--- config.mk ---
export PLATFORM = sky130hd
export DESIGN_NAME = manchester_pulse_frame_decoder_unit_flat
export DESIGN_NICKNAME = d
export VERILOG_FILES = /design/src/hw/rtl/mpfd_pkg.sv /design/src/hw/rtl/mpfd_ifs.sv /design/src/hw/rtl/mpfd_csr.sv /design/src/hw/rtl/mpfd_front.sv /design/src/hw/rtl/mpfd_queue.sv /design/src/hw/rtl/mpfd_back.sv /design/src/hw/rtl/manchester_pulse_frame_decoder_unit.sv /design/src/flat_wrapper.sv
export SDC_FILE = /design/constraint.sdc
export NUM_CORES = 1
export LEC_CHECK = 0
export BUFFER_PORTS_ARGS = -buffer_cell sky130_fd_sc_hd__buf_2
export CORE_ASPECT_RATIO = 0.5
export CORE_MARGIN = 2
export CORE_UTILIZATION = 64
export DETAILED_ROUTE_END_ITERATION = 12
export PLACE_DENSITY_LB_ADDON = 0.12
export SYNTH_ARGS = -nofsm -noshare
export SYNTH_HDL_FRONTEND = slang
export SYNTH_SLANG_ARGS = --single-unit
--- constraint.sdc ---
create_clock -name clock -period 6.5 [get_ports clock]
set_input_delay 0.975 -clock clock [delete_from_list [all_inputs] [get_ports clock]]
set_output_delay 0.975 -clock clock [all_outputs]
set_load 0.01 [all_outputs]
--- src/hw/rtl/mpfd_pkg.sv ---
`timescale 1ns / 1ps
// ----------------------------------------------------------------------------
// mpfd_pkg
// Shared types and constants of the pulse-width manchester frame decoder.
// ----------------------------------------------------------------------------
package mpfd_pkg;

   localparam int FRAME_BYTES = 7;
   localparam int FRAME_W     = 8 * FRAME_BYTES;
   localparam int SHIFT_W     = 64;
   localparam int DUR_W       = 16;
   localparam int PCT_W       = 7;
   localparam int PRE_W       = 8;
   localparam int BITS_W      = 7;
   localparam int CMD_W       = 4;
   localparam int ROLL_W      = 16;
   localparam int ADDR_W      = 24;
   localparam int CMD_LSB     = 40;
   localparam int ROLL_LSB    = 24;
   localparam int CSR_IDX_W   = 3;
   localparam int CSR_DATA_W  = 16;
   localparam int PROD_W      = DUR_W + PCT_W;
   localparam int SCALED_W    = DUR_W + 8;
   localparam logic [7:0] PCT_SCALE = 8'd100;

   // register indexes
   localparam logic [CSR_IDX_W-1:0] REG_SHORT_TIME = 3'd0;
   localparam logic [CSR_IDX_W-1:0] REG_LONG_TIME  = 3'd1;
   localparam logic [CSR_IDX_W-1:0] REG_TOLERANCE  = 3'd2;
   localparam logic [CSR_IDX_W-1:0] REG_PREAMBLE   = 3'd3;
   localparam logic [CSR_IDX_W-1:0] REG_FRAME_BITS = 3'd4;

   // reset values
   localparam logic [DUR_W-1:0]  RST_SHORT_TIME = 16'd640;
   localparam logic [DUR_W-1:0]  RST_LONG_TIME  = 16'd1280;
   localparam logic [PCT_W-1:0]  RST_TOLERANCE  = 7'd25;
   localparam logic [PRE_W-1:0]  RST_PREAMBLE   = 8'd4;
   localparam logic [BITS_W-1:0] RST_FRAME_BITS = 7'd56;

   typedef struct packed {
      logic [DUR_W-1:0]  short_half_bit_time;
      logic [DUR_W-1:0]  long_full_bit_time;
      logic [PCT_W-1:0]  tolerance_percent;
      logic [PRE_W-1:0]  preamble_pulses;
      logic [BITS_W-1:0] frame_bits;
   } cfg_type;

   // classified pulse handed from front to back
   typedef struct packed {
      logic near_short;
      logic near_long;
      logic sync;
      logic last;
   } pulse_class_type;

endpackage

--- src/hw/rtl/mpfd_ifs.sv ---
`timescale 1ns / 1ps
// ----------------------------------------------------------------------------
// mpfd interfaces
// Valid/ready channels for pulses, results and register writes.
// ----------------------------------------------------------------------------
interface mpfd_req_if;
   logic                       valid;
   logic                       ready;
   logic [mpfd_pkg::DUR_W-1:0] duration;
   logic                       last_pulse;
   modport source (output valid, output duration, output last_pulse, input ready);
   modport sink   (input valid, input duration, input last_pulse, output ready);
endinterface

interface mpfd_rsp_if;
   logic                         valid;
   logic                         ready;
   logic                         ok;
   logic [mpfd_pkg::FRAME_W-1:0] frame_value;
   logic [mpfd_pkg::CMD_W-1:0]   command;
   logic [mpfd_pkg::ROLL_W-1:0]  rolling_code;
   logic [mpfd_pkg::ADDR_W-1:0]  address;
   modport source (output valid, output ok, output frame_value, output command,
                   output rolling_code, output address, input ready);
   modport sink   (input valid, input ok, input frame_value, input command,
                   input rolling_code, input address, output ready);
endinterface

interface mpfd_csr_if;
   logic                            valid;
   logic                            ready;
   logic [mpfd_pkg::CSR_IDX_W-1:0]  index;
   logic [mpfd_pkg::CSR_DATA_W-1:0] data;
   modport source (output valid, output index, output data, input ready);
   modport sink   (input valid, input index, input data, output ready);
endinterface

--- src/hw/rtl/mpfd_csr.sv ---
`timescale 1ns / 1ps
// ----------------------------------------------------------------------------
// mpfd_csr
// Configuration registers, written through the register write channel.
// ----------------------------------------------------------------------------
module mpfd_csr (
   input  logic              clock,
   input  logic              reset,
   mpfd_csr_if.sink          csr_bus,
   output mpfd_pkg::cfg_type cfg
);

   mpfd_pkg::cfg_type cfg_ff, cfg_in;

   assign csr_bus.ready = 1'b1;
   assign cfg = cfg_ff;

   always_comb begin
      cfg_in = cfg_ff;
      if (csr_bus.valid) begin
         unique case (csr_bus.index)
            mpfd_pkg::REG_SHORT_TIME: cfg_in.short_half_bit_time = csr_bus.data;
            mpfd_pkg::REG_LONG_TIME:  cfg_in.long_full_bit_time  = csr_bus.data;
            mpfd_pkg::REG_TOLERANCE:
               cfg_in.tolerance_percent = csr_bus.data[mpfd_pkg::PCT_W-1:0];
            mpfd_pkg::REG_PREAMBLE:
               cfg_in.preamble_pulses = csr_bus.data[mpfd_pkg::PRE_W-1:0];
            mpfd_pkg::REG_FRAME_BITS:
               cfg_in.frame_bits = csr_bus.data[mpfd_pkg::BITS_W-1:0];
            default: ;
         endcase
      end
   end

   always_ff @(posedge clock) begin
      if (reset) begin
         cfg_ff.short_half_bit_time <= mpfd_pkg::RST_SHORT_TIME;
         cfg_ff.long_full_bit_time  <= mpfd_pkg::RST_LONG_TIME;
         cfg_ff.tolerance_percent   <= mpfd_pkg::RST_TOLERANCE;
         cfg_ff.preamble_pulses     <= mpfd_pkg::RST_PREAMBLE;
         cfg_ff.frame_bits          <= mpfd_pkg::RST_FRAME_BITS;
      end else begin
         cfg_ff <= cfg_in;
      end
   end

endmodule

--- src/hw/rtl/mpfd_front.sv ---
`timescale 1ns / 1ps
// ----------------------------------------------------------------------------
// mpfd_front
// Accepts pulses and classifies them as short, long or sync against the
// configured nominal times and tolerance.
// ----------------------------------------------------------------------------
module mpfd_front (
   input  logic                     clock,
   input  logic                     reset,
   input  mpfd_pkg::cfg_type        cfg,
   mpfd_req_if.sink                 req_bus,
   output logic                     push_valid,
   input  logic                     push_ready,
   output mpfd_pkg::pulse_class_type push_item
);

   localparam int DW = mpfd_pkg::DUR_W;
   localparam int PW = mpfd_pkg::PROD_W;
   localparam int SW = mpfd_pkg::SCALED_W;

   logic          s1_valid_ff, s1_valid_in;
   logic [DW-1:0] diff_s_ff, diff_l_ff, diff_s_in, diff_l_in;
   logic [PW-1:0] prod_s_ff, prod_l_ff, prod_s_in, prod_l_in;
   logic          sync_ff, sync_in, last_ff;
   logic          accept;
   logic [SW-1:0] scaled_s, scaled_l;
   logic [DW-1:0] d;

   assign req_bus.ready = !s1_valid_ff || push_ready;
   assign accept = req_bus.valid && req_bus.ready;
   assign d = req_bus.duration;

   // stage one: distance from nominal, nominal times percent, sync test
   always_comb begin
      diff_s_in = (d > cfg.short_half_bit_time) ? d - cfg.short_half_bit_time
                                                : cfg.short_half_bit_time - d;
      diff_l_in = (d > cfg.long_full_bit_time) ? d - cfg.long_full_bit_time
                                               : cfg.long_full_bit_time - d;
      prod_s_in = PW'(cfg.short_half_bit_time) * PW'(cfg.tolerance_percent);
      prod_l_in = PW'(cfg.long_full_bit_time) * PW'(cfg.tolerance_percent);
      sync_in   = {1'b0, d} > {cfg.long_full_bit_time, 1'b0};
      s1_valid_in = accept ? 1'b1 : (push_ready ? 1'b0 : s1_valid_ff);
   end

   // diff < floor(prod / 100)  <=>  100 * (diff + 1) <= prod
   assign scaled_s = (SW'(diff_s_ff) + SW'(1)) * SW'(mpfd_pkg::PCT_SCALE);
   assign scaled_l = (SW'(diff_l_ff) + SW'(1)) * SW'(mpfd_pkg::PCT_SCALE);

   assign push_valid           = s1_valid_ff;
   assign push_item.near_short = scaled_s <= SW'(prod_s_ff);
   assign push_item.near_long  = scaled_l <= SW'(prod_l_ff);
   assign push_item.sync       = sync_ff;
   assign push_item.last       = last_ff;

   always_ff @(posedge clock) begin
      if (reset) begin
         s1_valid_ff <= 1'b0;
      end else begin
         s1_valid_ff <= s1_valid_in;
      end
   end

   always_ff @(posedge clock) begin
      if (accept) begin
         diff_s_ff <= diff_s_in;
         diff_l_ff <= diff_l_in;
         prod_s_ff <= prod_s_in;
         prod_l_ff <= prod_l_in;
         sync_ff   <= sync_in;
         last_ff   <= req_bus.last_pulse;
      end
   end

endmodule

--- src/hw/rtl/mpfd_queue.sv ---
`timescale 1ns / 1ps
// ----------------------------------------------------------------------------
// mpfd_queue
// Small first-in first-out queue of classified pulses between front and back.
// ----------------------------------------------------------------------------
module mpfd_queue #(
   parameter int DEPTH = 4
) (
   input  logic                      clock,
   input  logic                      reset,
   input  logic                      push_valid,
   output logic                      push_ready,
   input  mpfd_pkg::pulse_class_type push_item,
   output logic                      pop_valid,
   input  logic                      pop,
   output mpfd_pkg::pulse_class_type pop_item
);

   localparam int PTR_W = $clog2(DEPTH);
   localparam int CNT_W = $clog2(DEPTH + 1);

   mpfd_pkg::pulse_class_type mem [DEPTH];
   logic [PTR_W-1:0] wr_ptr_ff, wr_ptr_in, rd_ptr_ff, rd_ptr_in;
   logic [CNT_W-1:0] count_ff, count_in;
   logic             do_push, do_pop;

   assign push_ready = count_ff != CNT_W'(DEPTH);
   assign pop_valid  = count_ff != '0;
   assign pop_item   = mem[rd_ptr_ff];
   assign do_push    = push_valid && push_ready;
   assign do_pop     = pop && pop_valid;

   always_comb begin
      wr_ptr_in = wr_ptr_ff;
      rd_ptr_in = rd_ptr_ff;
      count_in  = count_ff;
      if (do_push) begin
         wr_ptr_in = (wr_ptr_ff == PTR_W'(DEPTH - 1)) ? '0 : wr_ptr_ff + PTR_W'(1);
      end
      if (do_pop) begin
         rd_ptr_in = (rd_ptr_ff == PTR_W'(DEPTH - 1)) ? '0 : rd_ptr_ff + PTR_W'(1);
      end
      if (do_push && !do_pop) begin
         count_in = count_ff + CNT_W'(1);
      end else if (do_pop && !do_push) begin
         count_in = count_ff - CNT_W'(1);
      end
   end

   always_ff @(posedge clock) begin
      if (reset) begin
         wr_ptr_ff <= '0;
         rd_ptr_ff <= '0;
         count_ff  <= '0;
      end else begin
         wr_ptr_ff <= wr_ptr_in;
         rd_ptr_ff <= rd_ptr_in;
         count_ff  <= count_in;
      end
   end

   always_ff @(posedge clock) begin
      if (do_push) begin
         mem[wr_ptr_ff] <= push_item;
      end
   end

endmodule

--- src/hw/rtl/mpfd_back.sv ---
`timescale 1ns / 1ps
// ----------------------------------------------------------------------------
// mpfd_back
// Decoder state machine: preamble skip, sync search, manchester bit
// collection, and the result register with the descrambled frame.
// ----------------------------------------------------------------------------
module mpfd_back (
   input  logic                      clock,
   input  logic                      reset,
   input  mpfd_pkg::cfg_type         cfg,
   input  logic                      pop_valid,
   output logic                      pop,
   input  mpfd_pkg::pulse_class_type pop_item,
   mpfd_rsp_if.source                rsp_bus
);

   localparam logic [2:0] PH_PREAMBLE = 3'd0;
   localparam logic [2:0] PH_SYNC     = 3'd1;
   localparam logic [2:0] PH_DATA     = 3'd2;
   localparam logic [2:0] PH_COMPLETE = 3'd3;
   localparam logic [2:0] PH_FAILED   = 3'd4;

   localparam int FW = mpfd_pkg::FRAME_W;
   localparam int SRW = mpfd_pkg::SHIFT_W;
   localparam int BW = mpfd_pkg::BITS_W;

   logic [2:0]               phase_ff, phase_in;
   logic [mpfd_pkg::PRE_W-1:0] pre_cnt_ff, pre_cnt_in;
   logic                     half_ff, half_in;
   logic                     level_ff, level_in;
   logic [SRW-1:0]           sr_ff, sr_in;
   logic [BW-1:0]            bits_ff, bits_in;

   logic                     rsp_valid_ff, rsp_valid_in;
   logic                     ok_ff, ok_in;
   logic [FW-1:0]            frame_ff, frame_in;

   logic                     push_bit;
   logic [FW-1:0]            raw;

   // a non-final pulse never needs the result register
   assign pop = pop_valid && (!pop_item.last || !rsp_valid_ff || rsp_bus.ready);

   always_comb begin
      phase_in   = phase_ff;
      pre_cnt_in = pre_cnt_ff;
      half_in    = half_ff;
      level_in   = level_ff;
      push_bit   = 1'b0;

      unique case (phase_ff)
         PH_PREAMBLE: begin
            if (pre_cnt_ff < cfg.preamble_pulses) begin
               pre_cnt_in = pre_cnt_ff + mpfd_pkg::PRE_W'(1);
            end else begin
               // this pulse is already a sync candidate
               phase_in = pop_item.sync ? PH_DATA : PH_SYNC;
            end
         end
         PH_SYNC: begin
            if (pop_item.sync) begin
               phase_in = PH_DATA;
            end
         end
         PH_DATA: begin
            if (bits_ff >= cfg.frame_bits) begin
               phase_in = PH_COMPLETE;
            end else if (half_ff) begin
               half_in = 1'b0;
               if (pop_item.near_short) begin
                  push_bit = 1'b1;
               end else begin
                  phase_in = PH_FAILED;
               end
            end else if (pop_item.near_short) begin
               half_in = 1'b1;
            end else if (pop_item.near_long) begin
               level_in = ~level_ff;
               push_bit = 1'b1;
            end else begin
               phase_in = PH_FAILED;
            end
         end
         default: ;
      endcase

      sr_in   = push_bit ? {sr_ff[SRW-2:0], level_in} : sr_ff;
      bits_in = (push_bit && bits_ff != '1) ? bits_ff + BW'(1) : bits_ff;

      // result from the state after this pulse
      ok_in    = (phase_in != PH_FAILED) && (bits_in >= cfg.frame_bits);
      raw      = sr_in[FW-1:0];
      frame_in = ok_in ? (raw ^ (raw >> 8)) : '0;

      rsp_valid_in = rsp_valid_ff && !rsp_bus.ready;
      if (pop && pop_item.last) begin
         rsp_valid_in = 1'b1;
      end
   end

   always_ff @(posedge clock) begin
      if (reset) begin
         phase_ff     <= PH_PREAMBLE;
         pre_cnt_ff   <= '0;
         half_ff      <= 1'b0;
         level_ff     <= 1'b1;
         sr_ff        <= '0;
         bits_ff      <= '0;
         rsp_valid_ff <= 1'b0;
      end else begin
         rsp_valid_ff <= rsp_valid_in;
         if (pop) begin
            if (pop_item.last) begin
               phase_ff   <= PH_PREAMBLE;
               pre_cnt_ff <= '0;
               half_ff    <= 1'b0;
               level_ff   <= 1'b1;
               sr_ff      <= '0;
               bits_ff    <= '0;
            end else begin
               phase_ff   <= phase_in;
               pre_cnt_ff <= pre_cnt_in;
               half_ff    <= half_in;
               level_ff   <= level_in;
               sr_ff      <= sr_in;
               bits_ff    <= bits_in;
            end
         end
      end
   end

   always_ff @(posedge clock) begin
      if (pop && pop_item.last) begin
         ok_ff    <= ok_in;
         frame_ff <= frame_in;
      end
   end

   assign rsp_bus.valid        = rsp_valid_ff;
   assign rsp_bus.ok           = ok_ff;
   assign rsp_bus.frame_value  = frame_ff;
   assign rsp_bus.command      = frame_ff[mpfd_pkg::CMD_LSB +: mpfd_pkg::CMD_W];
   assign rsp_bus.rolling_code = frame_ff[mpfd_pkg::ROLL_LSB +: mpfd_pkg::ROLL_W];
   assign rsp_bus.address      = frame_ff[mpfd_pkg::ADDR_W-1:0];

endmodule

--- src/hw/rtl/manchester_pulse_frame_decoder_unit.sv ---
`timescale 1ns / 1ps
// ----------------------------------------------------------------------------
// manchester_pulse_frame_decoder_unit
// Pulse-width manchester frame decoder: classifier front, pulse queue and
// decoder back with a result register.
// ----------------------------------------------------------------------------
// final pulses pass the front register and queue into the result register
// throughput: one pulse per cycle while the queue is not full
// a waiting result stalls only final pulses; the queue absorbs the rest
// reset (synchronous) empties the queue, drops any pending result, restores
// register defaults and returns the decoder to preamble skipping
module manchester_pulse_frame_decoder_unit #(
   parameter int QUEUE_DEPTH = 4
) (
   input  logic       clock,
   input  logic       reset,
   mpfd_req_if.sink   req_bus,
   mpfd_rsp_if.source rsp_bus,
   mpfd_csr_if.sink   csr_bus
);

   mpfd_pkg::cfg_type         cfg;
   logic                      push_valid, push_ready, pop_valid, pop;
   mpfd_pkg::pulse_class_type push_item, pop_item;

   mpfd_csr u_csr (
      .clock   (clock),
      .reset   (reset),
      .csr_bus (csr_bus),
      .cfg     (cfg)
   );

   mpfd_front u_front (
      .clock      (clock),
      .reset      (reset),
      .cfg        (cfg),
      .req_bus    (req_bus),
      .push_valid (push_valid),
      .push_ready (push_ready),
      .push_item  (push_item)
   );

   mpfd_queue #(.DEPTH(QUEUE_DEPTH)) u_queue (
      .clock      (clock),
      .reset      (reset),
      .push_valid (push_valid),
      .push_ready (push_ready),
      .push_item  (push_item),
      .pop_valid  (pop_valid),
      .pop        (pop),
      .pop_item   (pop_item)
   );

   mpfd_back u_back (
      .clock     (clock),
      .reset     (reset),
      .cfg       (cfg),
      .pop_valid (pop_valid),
      .pop       (pop),
      .pop_item  (pop_item),
      .rsp_bus   (rsp_bus)
   );

endmodule

--- src/flat_wrapper.sv ---
// flat-port wrapper written by rule: the top's interface ports become plain ports
module manchester_pulse_frame_decoder_unit_flat 
#(
   parameter int QUEUE_DEPTH = 4
)
  (clock, reset, req_bus_valid, req_bus_duration, req_bus_last_pulse, req_bus_ready, rsp_bus_valid, rsp_bus_ok, rsp_bus_frame_value, rsp_bus_command, rsp_bus_rolling_code, rsp_bus_address, rsp_bus_ready, csr_bus_valid, csr_bus_index, csr_bus_data, csr_bus_ready);
  mpfd_req_if req_bus_i ();
  mpfd_rsp_if rsp_bus_i ();
  mpfd_csr_if csr_bus_i ();
  input  logic clock;
  input  logic reset;
  input wire logic [$bits(req_bus_i.valid)-1:0] req_bus_valid;
  input wire logic [$bits(req_bus_i.duration)-1:0] req_bus_duration;
  input wire logic [$bits(req_bus_i.last_pulse)-1:0] req_bus_last_pulse;
  output wire logic [$bits(req_bus_i.ready)-1:0] req_bus_ready;
  output wire logic [$bits(rsp_bus_i.valid)-1:0] rsp_bus_valid;
  output wire logic [$bits(rsp_bus_i.ok)-1:0] rsp_bus_ok;
  output wire logic [$bits(rsp_bus_i.frame_value)-1:0] rsp_bus_frame_value;
  output wire logic [$bits(rsp_bus_i.command)-1:0] rsp_bus_command;
  output wire logic [$bits(rsp_bus_i.rolling_code)-1:0] rsp_bus_rolling_code;
  output wire logic [$bits(rsp_bus_i.address)-1:0] rsp_bus_address;
  input wire logic [$bits(rsp_bus_i.ready)-1:0] rsp_bus_ready;
  input wire logic [$bits(csr_bus_i.valid)-1:0] csr_bus_valid;
  input wire logic [$bits(csr_bus_i.index)-1:0] csr_bus_index;
  input wire logic [$bits(csr_bus_i.data)-1:0] csr_bus_data;
  output wire logic [$bits(csr_bus_i.ready)-1:0] csr_bus_ready;
  assign req_bus_i.valid = req_bus_valid;
  assign req_bus_i.duration = req_bus_duration;
  assign req_bus_i.last_pulse = req_bus_last_pulse;
  assign req_bus_ready = req_bus_i.ready;
  assign rsp_bus_valid = rsp_bus_i.valid;
  assign rsp_bus_ok = rsp_bus_i.ok;
  assign rsp_bus_frame_value = rsp_bus_i.frame_value;
  assign rsp_bus_command = rsp_bus_i.command;
  assign rsp_bus_rolling_code = rsp_bus_i.rolling_code;
  assign rsp_bus_address = rsp_bus_i.address;
  assign rsp_bus_i.ready = rsp_bus_ready;
  assign csr_bus_i.valid = csr_bus_valid;
  assign csr_bus_i.index = csr_bus_index;
  assign csr_bus_i.data = csr_bus_data;
  assign csr_bus_ready = csr_bus_i.ready;
  manchester_pulse_frame_decoder_unit #(.QUEUE_DEPTH(QUEUE_DEPTH)) u_core (.clock(clock), .reset(reset), .req_bus(req_bus_i), .rsp_bus(rsp_bus_i), .csr_bus(csr_bus_i));
endmodule
Word level (Yosys, flattened, before mapping). Memories as Yosys holds them, arrays and structs flattened. A register that Yosys moved wholly into a read port is not among the register bits. Cells that the tools add are included.

RAM bits: 16. Flip-flop bits (word level): 276. Output and inout port bits: 104. Word-level logic and storage cells: 143. Memories kept: 1.

Memory list: u_core.u_queue.mem (depth 4, width 4, rd ports 1, clocked after Yosys merged registers in 1, wr ports 1, line mpfd_queue.sv:22) `mpfd_pkg::pulse_class_type mem [DEPTH];`.

Bitwise operators: 2. $mul: 4. Reduce and logical (&&, ||, !) cells: 34. Equality and inequality tests: 12. $lt $le $gt $ge: 8. Add/sub/neg operators: 12. Muxes and demuxes: 46.

Operator list (count): 57-bit two-way mux (2); 16-bit subtractor (4); 56-bit by 48-bit bitwise XOR with 56-bit output (1); 24-bit by 23-bit less-or-equal comparator with 1-bit output (2); 16-bit by 7-bit multiplier with 23-bit output (2); 17-bit by 5-bit multiplier with 22-bit output, second input constant (2); 16-bit by 1-bit adder with 17-bit output, second input constant (2); 16-bit > comparator (2); 16-bit two-way mux (2); 3-bit two-way mux (10); 8-bit two-way mux (3); 1-bit two-way mux (21); 16-bit by 17-bit > comparator with 1-bit output (1); 7-bit greater-or-equal comparator (2); 7-bit two-way mux (2); 1-bit logical AND (10); 2-bit two-way mux (5); 2-bit AND reduction (5); 2-bit nonzero test (5); 3-bit by 2-bit == test with 1-bit output, second input constant (3); 3-bit case mux with 3 select lines (1); 8-bit by 1-bit adder with 8-bit output, second input constant (1); 8-bit less-than comparator (1); 7-bit by 1-bit adder with 7-bit output, second input constant (1); other kinds (15) (28).

Longest topological paths before layout.
Depth after elaboration: 9. Gate-level depth with buffers: 28. Depth with buffers taken out: 27.

Modules after synthesis. Synthesis repeated with hierarchy kept, for this count alone.

Cells, all modules: 2967. Area total of the unflattened synthesis: 27507.6 µm².

By module, submodules not included: mpfd_front (cells each 2003, area an instance 17371.7 µm², instances 1); mpfd_back (cells each 685, area an instance 6861.6 µm², instances 1); mpfd_csr (cells each 211, area an instance 2219.6 µm², instances 1); mpfd_queue (cells each 68, area an instance 1054.8 µm², instances 1).

Worst setup path after synthesis. Ideal clock, no wire load.

Path type: input -> register. Start: input port req_bus_valid. End: register u_core.u_front.diff_l_ff[0] (enable). Data arrival time: 5.033 ns. Slack: 0.901 ns. Setup time: 0.566 ns. Stages: 2. Path buffers: 0. Cells stage by stage: inv_1 > a31oi_1.

Word-level cells in the longest chain between the ends: 1.

Ends and longest elaborated chain: from (decl) (line flat_wrapper.sv:12) `input wire logic [$bits(req_bus_i.valid)-1:0] req_bus_valid;`; 1-bit logical AND (line mpfd_front.sv:30) `assign accept = req_bus.valid && req_bus.ready;`; named net u_core.u_front.accept (line mpfd_front.sv:25) `logic accept;`; to (signal assigned) (line mpfd_front.sv:66) `diff_l_ff <= diff_l_in;`; to (decl) (line mpfd_front.sv:22) `logic [DW-1:0] diff_s_ff, diff_l_ff, diff_s_in, diff_l_in;`.

The timed path passes the listed nets, and every way through them passes these cells. A chain may end at the register's enable or synchronous reset.

==> run summary <==
#FFs+latches synth: 294
Final Hold Viols: 0
Die Ht: 149 um
IO Count: 145
setup violators final: 0
most frequent cells in the layout: inv_1, ha_1, nand2_1
vias per std cell: 5.67
number of fillers in the final layout: 3279
Tightest Pin Transition: 1.21 ns
GRT Overall Usage: 28.8%
worst hold path class: flop to flop
vias in the first global route: 19755
slowest cell delay on critical path: 0.54 ns
pin count of the biggest net entering global routing: 78
synth warn: 0
register-to-register setup slack: 0.57 ns
clock slew at reported path FFs: 0.07 ns
Slew Viols, Final: 0
die width: 293 um
Top delay family on crit path: adder cells
Total Nets Final: 3491
number of synthesized flops with an enable pin: 153
WHS Path Cells: 2
Core Area: 40900 um2
distinct cell type count after synthesis: 81
Layout area overhead: 6.79%
Setup Skew: 0.0194 ns
cell count after synthesis: 2902
Seq/Total Area, Yosys: 27.7%
first-pass GRT wire length: 101 mm
deepest clock path buffer count: 3
total die area: 43600 um2
min cycle time layout: 5.93 ns
Crit. End Element: flop
setup bufs post-CTS: 0
prevailing post-synth register cell: edfxtp_1
routability cong.: 0.910
reg2reg start: u_core.u_front.diff_l_ff[0]
layout cells sized above 1: 8.35%
H-tree depth: 1
Achievable Freq: 169 MHz
Mapped Nets: 3447
Root Driver: clkbuf_16
vias after detailed routing: 19906
TritonCTS buffer count: 29
dpl hpwl: 48.2 mm
Critical path buffers and inverters: 3
asr flop ratio synth: 0%
RSZ-0062 raised after global routing: no
CP max-delay cell: edfxtp_1
reg2reg end: u_core.u_queue.mem[0][2]
status: complete, no violations
CP Launch Type: flop
ratio of final minimum period to clock period: 91.2%
Initial DRC Count: 1229
most frequent CP cell: ha_1
Detailed Route WL: 61.1 mm
DRT Pass-1 Iters: 5
Power Total: 8100 uW
Pwr per Cell Area: 283 nW/um2
Antenna Nets Post-Route: 0
row count: 52
Slew headroom: 19.3%
worst hold endpoint: u_core.u_csr.cfg[8]
cell breakdown of the critical path: ha_1 > and3_1 > nand3_1 > xnor2_1 > ha_1 > ha_1 > inv_1 > fa_1 > inv_1 > ha_1 > a21o_1 > a21oi_1 > o211a_1 > nor3b_1 > o211ai_1 > a21boi_0 > o41ai_1 > xnor2_1 > ha_1 > and3_1 > and3_1 > a211oi_1 > nor2_1 > buf_4
crit path max fanout: 10
Gates resized, CTS repair: 0
# port buffers: 143
post-route setup TNS: 0 ns
synthesized area: 26800 um2
CTS tree: built
Avg WL per Cell: 17.4 um
initial core utilization: 65.6%
Hold-fix buffers, CTS: 0
Avg Cell Area, Syn: 9.23 um2
grt total ovfl: 0
leading cell type in the layout, fill and taps excluded: inv_1
Critical Setup Path Class: flop to flop
Max IR drop VDD: 0.000393 V
CP Data Required Time: 6.82 ns
initial antenna violation count: 7
Static Leakage: 0.0142 uW
Clock Latency Late Sink: 0.59 ns
clk sinks: 294
# DRC: 0
Worst Path Arrival: 6.24 ns
R2R depth: 24
Maximum Capacitance Violations: 0
hold path startpoint: u_core.u_csr.cfg[8]
## cells in the mapped netlist (all sizes together), types with 8 or more instances
cell type	number	share of area [%]
nor2b	29	0.68
edfxtp	153	17
a22o	57	1.9
xnor2	96	3.1
o21a	24	0.67
nand2b	23	0.55
nor2	191	2.7
and3	20	0.47
nand3	36	0.67
o21ai	68	1.3
nand4	28	0.65
inv	389	5.4
o211ai	9	0.29
clkbuf	72	1.0
and2	83	1.9
nand3b	8	0.22
a211oi	21	0.59
buf	85	2.0
or3	12	0.28
a21o	63	1.8
a31oi	11	0.28
ha	337	16
dfxtp	141	11
nor3	29	0.54
mux2i	67	2.5
nor3b	8	0.22
fa	167	12
a21oi	168	3.2
xor2	106	3.5
nand2	301	4.2
o21bai	15	0.42
## worst register-to-register path: cells and delay by family, from the launching register on
kind / cells / cell delay (ns)
fa+ha+maj: 6 / 2.07
simple gates: 6 / 0.86
xor+xnor: 2 / 0.49
compound gates: 7 / 1.43
buf+inv: 3 / 0.26
flops: 1 / 0.54
## report_power, final
group	leakage (uW)	internal, uW	total (uW)	switching (uW)
clock network	0.000474	948	1720	773
registers	0.00264	2270	2420	142
logic	0.0111	1710	3960	2260
## routing by layer
| layer | global-route usage [%] | share of wire (%) |
|---|---|---|
| met2 | 47.7 | 46 |
| met3 | 4.69 | 6.0 |
| met1 | 39.6 | 45 |
| met4 | 7.55 | 2.1 |
| met5 | 0 | 0 |
## how the worst max path moves through the flow
stage                                start                           to  slack [ns]  cells after the start
2_1_floorplan                req_bus_valid  u_core.u_front.diff_l_ff[0]        0.90                      2
3_3_place_gp   u_core.u_front.diff_l_ff[2]     u_core.u_queue.mem[0][2]        0.76                     26
3_5_place_dp   u_core.u_front.diff_l_ff[2]     u_core.u_queue.mem[0][2]        0.59                     26
4_1_cts        u_core.u_front.diff_l_ff[2]     u_core.u_queue.mem[0][2]        0.56                     26
5_1_grt        u_core.u_front.diff_l_ff[2]     u_core.u_queue.mem[0][2]        0.03                     26
6_report       u_core.u_front.diff_l_ff[0]     u_core.u_queue.mem[0][2]        0.57                     24
## logic make-up after synthesis
group	Yosys count	share of synthesized area, %
AOI/OAI and AO/OA	491	12.3
xor gates and xnor gates	202	6.60
adders and majority gates	504	28.2
buffers and inverters	546	8.48
DFF	294	27.7
muxes	76	3.06
other	1	0.0140
and+or+nand+nor	788	13.7
## cell type report
cell class	count	area, um2	share of cell area (%)
sequential	294	7420	25.9
antenna	4	10.0	0.0350
clock inverter	13	96.3	0.337
tap	540	676	2.36
multi-input combinational	2062	17200	60.0
inverter	389	1460	5.10
timing repair buffer	170	918	3.21
clock buffer	41	875	3.06
## state kept, by name, summed over array words and instances (netlist names), 2 cells and up, named ones only
| name | count |
|---|---|
| u_core.u_back.rsp_bus.frame_value | 56 |
| u_core.u_back.sr_ff | 56 |
| u_core.u_csr.cfg | 54 |
| u_core.u_front.prod_l_ff | 23 |
| u_core.u_front.prod_s_ff | 23 |
| u_core.u_front.diff_l_ff | 16 |
| u_core.u_front.diff_s_ff | 16 |
| u_core.u_queue.mem | 16 |
| u_core.u_back.pre_cnt_ff | 8 |
| u_core.u_back.bits_ff | 7 |
| u_core.u_back.phase_ff | 3 |
| u_core.u_queue.count_ff | 3 |
| u_core.u_queue.rd_ptr_ff | 2 |
| u_core.u_queue.wr_ptr_ff | 2 |
## metrics by stage
step	instance area, um2	std cells	setup WS, ns	util (%)	hold WS [ns]
floorplan	26800	2902	0.901	-	0.436
global placement	27600	3455	0.763	67.6	0.443
detailed placement	27600	3455	0.589	67.6	0.447
CTS	28600	3509	0.557	70.0	0.456
global route	28600	3513	0.0341	70.0	0.477
finish	28600	3513	0.574	70.0	0.460
No activity file was read; power rests on OpenSTA's default activity.
